===== src/hw/rtl/fpec_pkg.sv =====
`timescale 1ns / 1ps
// shared constants, types and pair tables of the four point enclosure check
package fpec_pkg;

	localparam int COORD_BITS_DEFAULT  = 26;
	localparam int RADIUS_BITS_DEFAULT = 8;
	localparam int RADIUS_RESET        = 128;
	localparam int NUM_POINTS          = 4;
	localparam int NUM_PAIRS           = 6;

	// flags that travel down the chain with each candidate centre
	typedef struct packed {
		logic valid;
		logic ok;
	} fpec_tag_t;

	typedef enum logic [4:0] {
		S_IDLE  = 5'b00001,
		S_PAIR  = 5'b00010,
		S_SCAN  = 5'b00100,
		S_DRAIN = 5'b01000,
		S_DONE  = 5'b10000
	} fpec_state_t;

	localparam logic [1:0] PAIR_A [NUM_PAIRS] = '{2'd0, 2'd0, 2'd0, 2'd1, 2'd1, 2'd2};
	localparam logic [1:0] PAIR_B [NUM_PAIRS] = '{2'd1, 2'd2, 2'd3, 2'd2, 2'd3, 2'd3};

endpackage


===== src/hw/rtl/fpec_pair_check.sv =====
`timescale 1ns / 1ps
// rejection test for one pair of points against twice the radius
module fpec_pair_check #(
	parameter int COORD_BITS  = fpec_pkg::COORD_BITS_DEFAULT,
	parameter int RADIUS_BITS = fpec_pkg::RADIUS_BITS_DEFAULT
) (
	input  logic signed [COORD_BITS-1:0] ax,
	input  logic signed [COORD_BITS-1:0] az,
	input  logic signed [COORD_BITS-1:0] bx,
	input  logic signed [COORD_BITS-1:0] bz,
	input  logic [RADIUS_BITS-1:0]       radius,
	output logic                         reject
);
	import fpec_pkg::*;

	localparam int SQ = 2 * RADIUS_BITS + 2;

	logic signed [COORD_BITS:0] dx_s, dz_s;
	logic [COORD_BITS:0]        dx_a, dz_a;
	logic [RADIUS_BITS:0]       twice;
	logic [RADIUS_BITS:0]       side;
	logic                       far;
	logic [SQ:0]                sum;
	logic [SQ-1:0]              lim;

	always_comb begin
		dx_s  = $signed({ax[COORD_BITS-1], ax}) - $signed({bx[COORD_BITS-1], bx});
		dz_s  = $signed({az[COORD_BITS-1], az}) - $signed({bz[COORD_BITS-1], bz});
		dx_a  = dx_s[COORD_BITS] ? (COORD_BITS+1)'(0) - dx_s : dx_s;
		dz_a  = dz_s[COORD_BITS] ? (COORD_BITS+1)'(0) - dz_s : dz_s;
		twice = {radius, 1'b0};
		side  = {radius, 1'b1};
		// beyond 2r on one axis already rejects; otherwise the squares stay narrow
		far   = (dx_a > (COORD_BITS+1)'(twice)) || (dz_a > (COORD_BITS+1)'(twice));
		lim   = SQ'(side) * SQ'(side);
		sum   = (SQ+1)'(dx_a[RADIUS_BITS:0]) * (SQ+1)'(dx_a[RADIUS_BITS:0])
		      + (SQ+1)'(dz_a[RADIUS_BITS:0]) * (SQ+1)'(dz_a[RADIUS_BITS:0]);
		reject = far || (sum >= (SQ+1)'(lim));
	end

endmodule


===== src/hw/rtl/fpec_cell.sv =====
`timescale 1ns / 1ps
// one cell of the distance chain: holds a point, tests each passing centre
module fpec_cell #(
	parameter int COORD_BITS  = fpec_pkg::COORD_BITS_DEFAULT,
	parameter int RADIUS_BITS = fpec_pkg::RADIUS_BITS_DEFAULT,
	parameter int CW          = COORD_BITS + 2
) (
	input  logic                         clk,
	input  logic                         arst_n,
	input  logic                         load,
	input  logic signed [COORD_BITS-1:0] px,
	input  logic signed [COORD_BITS-1:0] pz,
	input  logic [2*RADIUS_BITS-1:0]     r2,
	input  logic signed [CW-1:0]         x_in,
	input  logic signed [CW-1:0]         z_in,
	input  fpec_pkg::fpec_tag_t          tag_in,
	output logic signed [CW-1:0]         x_out,
	output logic signed [CW-1:0]         z_out,
	output fpec_pkg::fpec_tag_t          tag_out
);
	import fpec_pkg::*;

	localparam int SQ = 2 * RADIUS_BITS + 2;

	logic signed [COORD_BITS-1:0] px_q, pz_q;
	logic signed [CW-1:0]         dx_s, dz_s, dx_a, dz_a;
	logic [SQ:0]                  sum;
	logic                         inside_r;

	always_ff @(posedge clk) begin
		if (load) begin
			px_q <= px;
			pz_q <= pz;
		end
	end

	always_comb begin
		dx_s = x_in - {{(CW-COORD_BITS){px_q[COORD_BITS-1]}}, px_q};
		dz_s = z_in - {{(CW-COORD_BITS){pz_q[COORD_BITS-1]}}, pz_q};
		dx_a = dx_s[CW-1] ? CW'(0) - dx_s : dx_s;
		dz_a = dz_s[CW-1] ? CW'(0) - dz_s : dz_s;
		// inside the window every offset is at most 2r
		sum  = (SQ+1)'(dx_a[RADIUS_BITS:0]) * (SQ+1)'(dx_a[RADIUS_BITS:0])
		     + (SQ+1)'(dz_a[RADIUS_BITS:0]) * (SQ+1)'(dz_a[RADIUS_BITS:0]);
		inside_r = sum <= (SQ+1)'(r2);
	end

	always_ff @(posedge clk or negedge arst_n) begin
		if (!arst_n) begin
			tag_out <= '0;
		end else begin
			tag_out.valid <= tag_in.valid;
			tag_out.ok    <= tag_in.ok && inside_r;
		end
	end

	always_ff @(posedge clk) begin
		x_out <= x_in;
		z_out <= z_in;
	end

endmodule


===== src/hw/rtl/four_point_enclosure_check_unit.sv =====
`timescale 1ns / 1ps
// four point enclosure check: pair test, then a scan of candidate centres
// through a chain of four distance cells, one centre entering per cycle.
// steps: the pair test, the scan of the centre window, the drain of the chain, then the output register.
// a rejected set ends after the failing pair.
// one item at a time; the next is taken once the result sits in the output register.
// arst_n clears control state and sets the radius to 128.
module four_point_enclosure_check_unit #(
	parameter int COORD_BITS  = fpec_pkg::COORD_BITS_DEFAULT,
	parameter int RADIUS_BITS = fpec_pkg::RADIUS_BITS_DEFAULT
) (
	input  logic                         clk,
	input  logic                         arst_n,
	input  logic                         cfg_valid,
	output logic                         cfg_ready,
	input  logic [RADIUS_BITS-1:0]       radius,
	input  logic                         in_valid,
	output logic                         in_ready,
	input  logic signed [COORD_BITS-1:0] first_x,
	input  logic signed [COORD_BITS-1:0] first_z,
	input  logic signed [COORD_BITS-1:0] second_x,
	input  logic signed [COORD_BITS-1:0] second_z,
	input  logic signed [COORD_BITS-1:0] third_x,
	input  logic signed [COORD_BITS-1:0] third_z,
	input  logic signed [COORD_BITS-1:0] fourth_x,
	input  logic signed [COORD_BITS-1:0] fourth_z,
	output logic                         out_valid,
	input  logic                         out_ready,
	output logic                         enclosed
);
	import fpec_pkg::*;

	localparam int CW = ((COORD_BITS > RADIUS_BITS) ? COORD_BITS : RADIUS_BITS) + 2;
	localparam int DW = $clog2(NUM_POINTS + 1);

	fpec_state_t state_q;
	logic [RADIUS_BITS-1:0]       radius_q;
	logic signed [COORD_BITS-1:0] px_q [NUM_POINTS];
	logic signed [COORD_BITS-1:0] pz_q [NUM_POINTS];
	logic signed [COORD_BITS-1:0] sx_q [NUM_POINTS];
	logic signed [COORD_BITS-1:0] sz_q [NUM_POINTS];
	logic signed [COORD_BITS-1:0] sx_n [NUM_POINTS];
	logic signed [COORD_BITS-1:0] sz_n [NUM_POINTS];
	logic signed [COORD_BITS-1:0] tmp;
	logic [2:0]                   pair_q;
	logic [DW-1:0]                drain_q;
	logic signed [CW-1:0]         x_q, z_q, xlo_q, zlo_q, xhi_q, zhi_q;
	logic signed [CW-1:0]         xlo, xhi, zlo, zhi, rad_w;
	logic                         hit_q, out_valid_q, enclosed_q;
	logic                         reject, in_acc, last_cand, hit_now, done_fire;
	logic [2*RADIUS_BITS-1:0]     r2;

	logic signed [CW-1:0] cx [NUM_POINTS+1];
	logic signed [CW-1:0] cz [NUM_POINTS+1];
	fpec_tag_t            ct [NUM_POINTS+1];

	assign cfg_ready = 1'b1;
	assign in_ready  = (state_q == S_IDLE);
	assign in_acc    = in_valid && in_ready;
	assign out_valid = out_valid_q;
	assign enclosed  = enclosed_q;
	assign r2        = radius_q * radius_q;
	assign done_fire = (state_q == S_DONE) && (!out_valid_q || out_ready);

	always_ff @(posedge clk or negedge arst_n) begin
		if (!arst_n) begin
			radius_q <= RADIUS_BITS'(RADIUS_RESET);
		end else if (cfg_valid) begin
			radius_q <= radius;
		end
	end

	// five compare-exchange network per axis
	always_comb begin
		sx_n[0] = first_x;  sx_n[1] = second_x; sx_n[2] = third_x; sx_n[3] = fourth_x;
		sz_n[0] = first_z;  sz_n[1] = second_z; sz_n[2] = third_z; sz_n[3] = fourth_z;
		tmp = '0;
		if (sx_n[0] > sx_n[1]) begin tmp = sx_n[0]; sx_n[0] = sx_n[1]; sx_n[1] = tmp; end
		if (sx_n[2] > sx_n[3]) begin tmp = sx_n[2]; sx_n[2] = sx_n[3]; sx_n[3] = tmp; end
		if (sx_n[0] > sx_n[2]) begin tmp = sx_n[0]; sx_n[0] = sx_n[2]; sx_n[2] = tmp; end
		if (sx_n[1] > sx_n[3]) begin tmp = sx_n[1]; sx_n[1] = sx_n[3]; sx_n[3] = tmp; end
		if (sx_n[1] > sx_n[2]) begin tmp = sx_n[1]; sx_n[1] = sx_n[2]; sx_n[2] = tmp; end
		if (sz_n[0] > sz_n[1]) begin tmp = sz_n[0]; sz_n[0] = sz_n[1]; sz_n[1] = tmp; end
		if (sz_n[2] > sz_n[3]) begin tmp = sz_n[2]; sz_n[2] = sz_n[3]; sz_n[3] = tmp; end
		if (sz_n[0] > sz_n[2]) begin tmp = sz_n[0]; sz_n[0] = sz_n[2]; sz_n[2] = tmp; end
		if (sz_n[1] > sz_n[3]) begin tmp = sz_n[1]; sz_n[1] = sz_n[3]; sz_n[3] = tmp; end
		if (sz_n[1] > sz_n[2]) begin tmp = sz_n[1]; sz_n[1] = sz_n[2]; sz_n[2] = tmp; end
	end

	always_ff @(posedge clk) begin
		if (in_acc) begin
			px_q[0] <= first_x;  pz_q[0] <= first_z;
			px_q[1] <= second_x; pz_q[1] <= second_z;
			px_q[2] <= third_x;  pz_q[2] <= third_z;
			px_q[3] <= fourth_x; pz_q[3] <= fourth_z;
			for (int i = 0; i < NUM_POINTS; i++) begin
				sx_q[i] <= sx_n[i];
				sz_q[i] <= sz_n[i];
			end
		end
	end

	fpec_pair_check #(
		.COORD_BITS (COORD_BITS),
		.RADIUS_BITS(RADIUS_BITS)
	) u_pair (
		.ax    (px_q[PAIR_A[pair_q]]),
		.az    (pz_q[PAIR_A[pair_q]]),
		.bx    (px_q[PAIR_B[pair_q]]),
		.bz    (pz_q[PAIR_B[pair_q]]),
		.radius(radius_q),
		.reject(reject)
	);

	always_comb begin
		rad_w = {{(CW-RADIUS_BITS){1'b0}}, radius_q};
		xlo = {{(CW-COORD_BITS){sx_q[3][COORD_BITS-1]}}, sx_q[3]} - rad_w;
		xhi = {{(CW-COORD_BITS){sx_q[0][COORD_BITS-1]}}, sx_q[0]} + rad_w;
		zlo = {{(CW-COORD_BITS){sz_q[3][COORD_BITS-1]}}, sz_q[3]} - rad_w;
		zhi = {{(CW-COORD_BITS){sz_q[0][COORD_BITS-1]}}, sz_q[0]} + rad_w;
	end

	// chain of distance cells
	assign cx[0]       = x_q;
	assign cz[0]       = z_q;
	assign ct[0].valid = (state_q == S_SCAN);
	assign ct[0].ok    = 1'b1;

	for (genvar g = 0; g < NUM_POINTS; g++) begin : g_cell
		fpec_cell #(
			.COORD_BITS (COORD_BITS),
			.RADIUS_BITS(RADIUS_BITS),
			.CW         (CW)
		) u_cell (
			.clk    (clk),
			.arst_n (arst_n),
			.load   (state_q == S_PAIR),
			.px     (sx_q[g]),
			.pz     (sz_q[g]),
			.r2     (r2),
			.x_in   (cx[g]),
			.z_in   (cz[g]),
			.tag_in (ct[g]),
			.x_out  (cx[g+1]),
			.z_out  (cz[g+1]),
			.tag_out(ct[g+1])
		);
	end

	assign hit_now   = ct[NUM_POINTS].valid && ct[NUM_POINTS].ok;
	assign last_cand = (x_q == xhi_q) && (z_q == zhi_q);

	always_ff @(posedge clk or negedge arst_n) begin
		if (!arst_n) begin
			state_q     <= S_IDLE;
			pair_q      <= '0;
			drain_q     <= '0;
			hit_q       <= 1'b0;
			out_valid_q <= 1'b0;
		end else begin
			if (done_fire) out_valid_q <= 1'b1;
			else if (out_ready) out_valid_q <= 1'b0;
			if (hit_now) hit_q <= 1'b1;
			unique case (state_q)
				S_IDLE: begin
					if (in_acc) begin
						hit_q   <= 1'b0;
						pair_q  <= '0;
						state_q <= S_PAIR;
					end
				end
				S_PAIR: begin
					if (reject) begin
						state_q <= S_DONE;
					end else if (pair_q == 3'(NUM_PAIRS - 1)) begin
						state_q <= ((xlo <= xhi) && (zlo <= zhi)) ? S_SCAN : S_DONE;
					end else begin
						pair_q <= pair_q + 3'd1;
					end
				end
				S_SCAN: begin
					// stop issuing on the last centre or once a fitting centre reaches the chain end
					if (last_cand || hit_now || hit_q) begin
						drain_q <= '0;
						state_q <= S_DRAIN;
					end
				end
				S_DRAIN: begin
					if (drain_q == DW'(NUM_POINTS)) state_q <= S_DONE;
					else drain_q <= drain_q + DW'(1);
				end
				S_DONE: begin
					if (done_fire) state_q <= S_IDLE;
				end
				default: state_q <= S_IDLE;
			endcase
		end
	end

	always_ff @(posedge clk) begin
		if (state_q == S_PAIR) begin
			x_q   <= xlo;
			z_q   <= zlo;
			xlo_q <= xlo;
			xhi_q <= xhi;
			zlo_q <= zlo;
			zhi_q <= zhi;
		end else if (state_q == S_SCAN) begin
			if (x_q == xhi_q) begin
				x_q <= xlo_q;
				z_q <= z_q + CW'(1);
			end else begin
				x_q <= x_q + CW'(1);
			end
		end
		if (done_fire) enclosed_q <= hit_q;
	end

	a_state_onehot: assert property (@(posedge clk) disable iff (!arst_n) $onehot(state_q))
		else $error("state register not one-hot");
	a_scan_bounds: assert property (@(posedge clk) disable iff (!arst_n)
		(state_q == S_SCAN) |-> (x_q >= xlo_q && x_q <= xhi_q && z_q >= zlo_q && z_q <= zhi_q))
		else $error("candidate centre outside window");
	a_chain_empty: assert property (@(posedge clk) disable iff (!arst_n)
		(state_q == S_DONE) |-> !ct[NUM_POINTS].valid)
		else $error("chain not drained at result");
	a_accept_pair: assert property (@(posedge clk) disable iff (!arst_n)
		in_acc |=> (state_q == S_PAIR) && !hit_q)
		else $error("transfer did not start pair test");

endmodule

===== config.mk =====
export PLATFORM = sky130hd
export DESIGN_NAME = four_point_enclosure_check_unit
export DESIGN_NICKNAME = d
export VERILOG_FILES = /design/src/hw/rtl/fpec_pkg.sv /design/src/hw/rtl/fpec_pair_check.sv /design/src/hw/rtl/fpec_cell.sv /design/src/hw/rtl/four_point_enclosure_check_unit.sv
export SDC_FILE = /design/constraint.sdc
export NUM_CORES = 2
export LEC_CHECK = 0
export BUFFER_PORTS_ARGS = -buffer_cell sky130_fd_sc_hd__buf_4
export CAP_MARGIN = 20
export CORE_MARGIN = 2
export CORE_UTILIZATION = 40
export DETAILED_ROUTE_END_ITERATION = 10
export GPL_TIMING_DRIVEN = 0
export PLACE_DENSITY_LB_ADDON = 0.3
export RECOVER_POWER = 100
export SYNTH_ARGS = -nofsm -noshare
export SYNTH_HDL_FRONTEND = slang
export SYNTH_HIERARCHICAL = 1
export SYNTH_SLANG_ARGS = --single-unit

===== constraint.sdc =====
create_clock -name clk -period 15.1 [get_ports clk]
set_clock_uncertainty 0.15 [all_clocks]
set_input_delay 2.265 -clock clk [delete_from_list [all_inputs] [get_ports clk]]
set_output_delay 2.265 -clock clk [all_outputs]
set_load 0.005 [all_outputs]

# ---- Word level (Yosys, flattened, before mapping)
# Memories as Yosys holds them, arrays and structs flattened. A register that Yosys moved wholly into a read port is not among the register bits.
# Index checks and enable logic that the tools add are counted.
dict set report op_classes {
  add_sub_neg 33
  multipliers 12
  div 0
  magnitude_cmp 20
  eq_ne 17
  shifts 0
  muxes 56
  bitwise 1
  reduce_logical 23
}
# cell count
set op_table {}
lappend op_table {{52-bit 2-to-1 mux} 6}
lappend op_table {{26-bit > comparator} 10}
lappend op_table {{28-bit subtractor} 8}
lappend op_table {{26-bit 2-to-1 mux} 8}
lappend op_table {{9-bit by 9-bit multiplier with 18-bit output} 11}
lappend op_table {{28-bit 2-to-1 mux} 6}
lappend op_table {{18-bit by 18-bit adder with 19-bit output} 5}
lappend op_table {{19-bit by 16-bit <= comparator with 1-bit output} 4}
lappend op_table {{9-bit 2-to-1 mux} 8}
lappend op_table {{1-bit by 9-bit subtractor with 9-bit output, first input constant} 8}
lappend op_table {{28-bit by 2-bit adder with 28-bit output, second input constant} 2}
lappend op_table {{28-bit by 27-bit equality test with 1-bit output} 2}
lappend op_table {{26-bit by 9-bit adder with 27-bit output} 2}
lappend op_table {{27-bit by 9-bit > comparator with 1-bit output} 2}
lappend op_table {{27-bit <= comparator} 2}
lappend op_table {{27-bit 2-to-1 mux} 2}
lappend op_table {{1-bit by 27-bit subtractor with 27-bit output, first input constant} 2}
lappend op_table {{26-bit by 26-bit subtractor with 27-bit output} 2}
lappend op_table {{26-bit by 9-bit subtractor with 27-bit output} 2}
lappend op_table {{5-bit 2-to-1 mux} 7}
lappend op_table {{5-bit case mux with 5 select lines} 1}
lappend op_table {{19-bit by 18-bit greater-or-equal comparator with 1-bit output} 1}
lappend op_table {{8-bit by 8-bit multiplier with 16-bit output} 1}
lappend op_table {{3-bit 2-to-1 mux} 5}
lappend op_table {{23 further kinds} 55}
dict set report totals {
  regBits 439
  latch_bits 0
  mem_bits_rw 416
  rom_bits 32
  out_inout_bits 4
  elab_cells 198
  n_memories 6
}
# name words word_bits rd rd_clocked_by_memory_dff write_ports line
set memory_table {}
lappend memory_table {px_q 4 26 2 0 4 four_point_enclosure_check_unit.sv:38} ;# logic signed [COORD_BITS-1:0] px_q [NUM_POINTS];
lappend memory_table {pz_q 4 26 2 0 4 four_point_enclosure_check_unit.sv:39} ;# logic signed [COORD_BITS-1:0] pz_q [NUM_POINTS];
lappend memory_table {sx_q 4 26 4 2 4 four_point_enclosure_check_unit.sv:40} ;# logic signed [COORD_BITS-1:0] sx_q [NUM_POINTS];
lappend memory_table {sz_q 4 26 4 2 4 four_point_enclosure_check_unit.sv:41} ;# logic signed [COORD_BITS-1:0] sz_q [NUM_POINTS];
lappend memory_table {{(name not given)} 8 2 1 0 0 four_point_enclosure_check_unit.sv:110} ;# .bz (pz_q[PAIR_B[pair_q]]),
lappend memory_table {{(name not given)} 8 2 1 0 0 four_point_enclosure_check_unit.sv:108} ;# .az (pz_q[PAIR_A[pair_q]]),

# ---- Logic depth before layout (Yosys ltp)
# An unclocked memory read counts as a cell.
dict set report logic_depth {
  word_depth 14
  mapped_depth 64
  mapped_depth_nobuf 60
}

# ---- Modules after synthesis
# Netlist, hierarchy kept.
# mod n_inst cells_each area_each_um2 seq_area_each_um2
set by_module_without_submodules {}
lappend by_module_without_submodules {four_point_enclosure_check_unit 1 3759 40062.2 17164.0}
lappend by_module_without_submodules {fpec_pair_check 1 1482 11263.3 0.0}
lappend by_module_without_submodules {{fpec_cell (g_cell[3].u_cell)} 1 1010 10197.3 2732.6}
lappend by_module_without_submodules {{fpec_cell (g_cell[2].u_cell)} 1 1021 10068.4 2732.6}
lappend by_module_without_submodules {{fpec_cell (g_cell[0].u_cell)} 1 1011 9913.3 2732.6}
lappend by_module_without_submodules {{fpec_cell (g_cell[1].u_cell)} 1 985 9885.7 2732.6}

# ---- Worst setup path after synthesis
# OpenSTA, ideal clock, no wires.
dict set report synth_path {
  kind {register to register}
  from {register, netlist name pair_q[0]}
  to {register drain_q[1]}
  arrival_time_ns 13.790
  t_required_ns 14.867
  slack_ns 1.078
  stages_incl_launch_ff 55
  n_path_buf 2
  path_cell_list {dfrtp_1 > inv_1 > ha_1 > nor3_1 > clkbuf_1 > mux4_2 > inv_1 > ha_1 > buf_6 > a21o_1 > a221oi_4 > o311ai_1 > a221o_1 > o211ai_1 > a21oi_1 > o21ai_1 > o21ai_0 > xor2_1 > (+19 left out) > a21oi_1 > xnor2_1 > ha_1 > a21o_1 > a211o_1 > a2111oi_0 > o211ai_1 > nor3_1 > nand4_1 > or4_1 > or4_1 > a211oi_1 > or3_1 > or2_2 > nor2_1 > o22ai_1 > inv_1 > o21ai_0}
}
# item line
set synth_rtl {}
lappend synth_rtl {{end signal, assigned} four_point_enclosure_check_unit.sv:190} ;# else drain_q <= drain_q + DW'(1);
lappend synth_rtl {{end, declared} four_point_enclosure_check_unit.sv:46} ;# logic [DW-1:0] drain_q;

==> flow_metrics.tcl <==
set metrics [dict create \
    worst_setup_path_start_kind "flip-flop" \
    dr_total_vias 69600 \
    rows 174 \
    coreArea_sq_um 224700 \
    path_buf_inv 7 \
    path_clk_slew_ns 0.08 \
    cp_data_required_time_ns 15.60 \
    min_period_over_period_pct 95.96 \
    crit_path_frequent_cell "fa_1" \
    syn_area_sq_um 90270 \
    finalHoldViolCount 0 \
    setup-tns-final_ns 0 \
    chipWidth_um 479.1 \
    violations "max-capacitance violations, max-slew violations" \
    drt_iter0_drc 5540 \
    ys_warn_count 6 \
    io_buffers 223 \
    grt_usage_pct 24.36 \
    syn_avg_cell_area_sq_um 9.799 \
    path_delay_family "adder cells" \
    die_h_um 479.1 \
    cp_num_cells 49 \
    crit_fanout 10 \
    max_cap_viol_count 16 \
    drtPass1Iterations 6 \
    totalWireLength_um 282600 \
    numCtsBuffers 104 \
    r2r_slack_ns 0.61 \
    wl_per_cell_um 22.29 \
    numClockSinks 959 \
    clk_latency_ns 0.77 \
    netlist_instances 9212 \
    final_common_cell "inv_1" \
    syn2layout_area_growth_pct 9.712 \
    period_needed_ns 14.49 \
    drc_errors 0 \
    end_kind "flip-flop" \
    grt_max_degree 116 \
    final_antenna_net_count 0 \
    hold_class "flip-flop to flip-flop" \
    hold_buffers 0 \
    r2r_end "drain_q[1]$_DFFE_PN0P_" \
    endpoint "drain_q[1]$_DFFE_PN0P_" \
    cts_tree "done" \
    grt_pass1_vias 70120 \
    critPathSlowestCell "a2111oi_0" \
    root_buffer "clkbuf_16" \
    setup_violations 0 \
    arrival_ns 14.99 \
    post-dp-hpwl_um 235700 \
    final_cell_mix "1566 x inv_1, 1094 x ha_1, 826 x nor2_1" \
    grt_overflow 0 \
    antenna_found_initial 32 \
    tightest_slew_ns 6.040 \
    start_util_pct 40.18 \
    r2r_cells 49 \
    layout-drive-gt1-share_pct 6.833 \
    crit_type "flip-flop to flip-flop" \
    viasPerCell 5.488 \
    fillCellCount 21580 \
    dieArea_sq_um 229500 \
    slew_headroom_pct -302.7 \
    clk_path_buf_depth 3 \
    startpoint "pair_q[0]$_DFFE_PN0P_" \
    ios 225 \
    final_nets 11450 \
    drv_slew 831 \
    cpPeakStageDelay_ns 0.77 \
    globalplace.congestion 0.9873 \
    fmax_mhz 69.02 \
    grt_pass1_wl_um 425900 \
    status "complete, but fails checks" \
    reg2reg_from "pair_q[0]$_DFFE_PN0P_" \
    htreeDepth 3 \
]
state kept, by name (all words and copies together) (netlist names), 5 cells and up:
register               flops
state_q                    5
radius_q                   8
px_q                     104
x_q                       28
xhi_q                     27
zhi_q                     27
sz_q                     104
g_cell.u_cell/x_out       84
g_cell.u_cell/pz_q       104
pz_q                     104
g_cell.u_cell/px_q       104
z_q                       28
g_cell.u_cell/tag_out      8
xlo_q                     27
sx_q                     104
g_cell.u_cell/z_out       84
worst reg2reg max path: cells and delay by family (launching register included):
kind	cells	cell delay (ns)
and+or+nand+nor	12	2.96
buffers and inverters	7	1.22
xor gates and xnor gates	3	1.11
DFF	1	0.44
muxes	1	0.33
AOI/OAI and AO/OA	15	3.81
adders and majority gates	11	4.36
routing by layer:
metal / global-route usage, % / wire, um / vias up
li1: - / - / 32320
met1: 32.32 / 119400 / 34280
met2: 39.98 / 130600 / 2449
met3: 2.765 / 18480 / 538
met4: 10.91 / 14120 / 8
met5: 0 / 50 / -
repair_timing:
item,in CTS,in global routing
resized for setup,54,58
setup endpoints to repair,11,10
pin swaps,3,6
buffers inserted,6,12
metrics by stage:
step	hold slack, ns	cells	utilization [%]	cell area (sq um)	setup slack [ns]
after global placement	0.1837	12430	42.60	95710	-3.221
after global routing	0.1844	12680	44.08	99030	-0.04856
after CTS	0.1736	12660	44.51	100000	0.1132
after floorplan	0.1808	9218	-	90290	1.078
after detailed placement	0.1855	12460	42.80	96160	-2.151
final	0.1836	12680	44.08	99040	0.6107
worst min path at each step:
stage	slack (ns)	from	depth (start not counted)	end
floorplan	0.18	g_cell[0].u_cell/x_out[0]$_DFF_P_	0	g_cell[1].u_cell/x_out[0]$_DFF_P_
global placement	0.18	g_cell[1].u_cell/tag_out[1]$_DFF_PN0_	0	g_cell[2].u_cell/tag_out[1]$_DFF_PN0_
detailed placement	0.19	g_cell[2].u_cell/tag_out[1]$_DFF_PN0_	0	g_cell[3].u_cell/tag_out[1]$_DFF_PN0_
CTS	0.17	g_cell[1].u_cell/z_out[0]$_DFF_P_	0	g_cell[2].u_cell/z_out[0]$_DFF_P_
global route	0.18	g_cell[1].u_cell/z_out[0]$_DFF_P_	0	g_cell[2].u_cell/z_out[0]$_DFF_P_
finish	0.18	g_cell[1].u_cell/z_out[0]$_DFF_P_	0	g_cell[2].u_cell/z_out[0]$_DFF_P_
cell type report:
class                           instances  area, sq um  share of cell area [%]
Inverter                             1597         6001                   6.059
Clock buffer                          139         2854                   2.882
Buffer                                191        918.4                  0.9273
Timing Repair Buffer                  267         1181                   1.193
Clock inverter                         58        704.4                  0.7113
Antenna cell                           16        40.04                 0.04043
Sequential cell                       959        26980                   27.24
Multi-Input combinational cell       6463        56620                   57.17
Tap cell                             2992         3744                   3.780
Power is left out: the tool's default activity adds up to more than one toggle a clock period on the data nets, which glitch-free logic cannot reach.
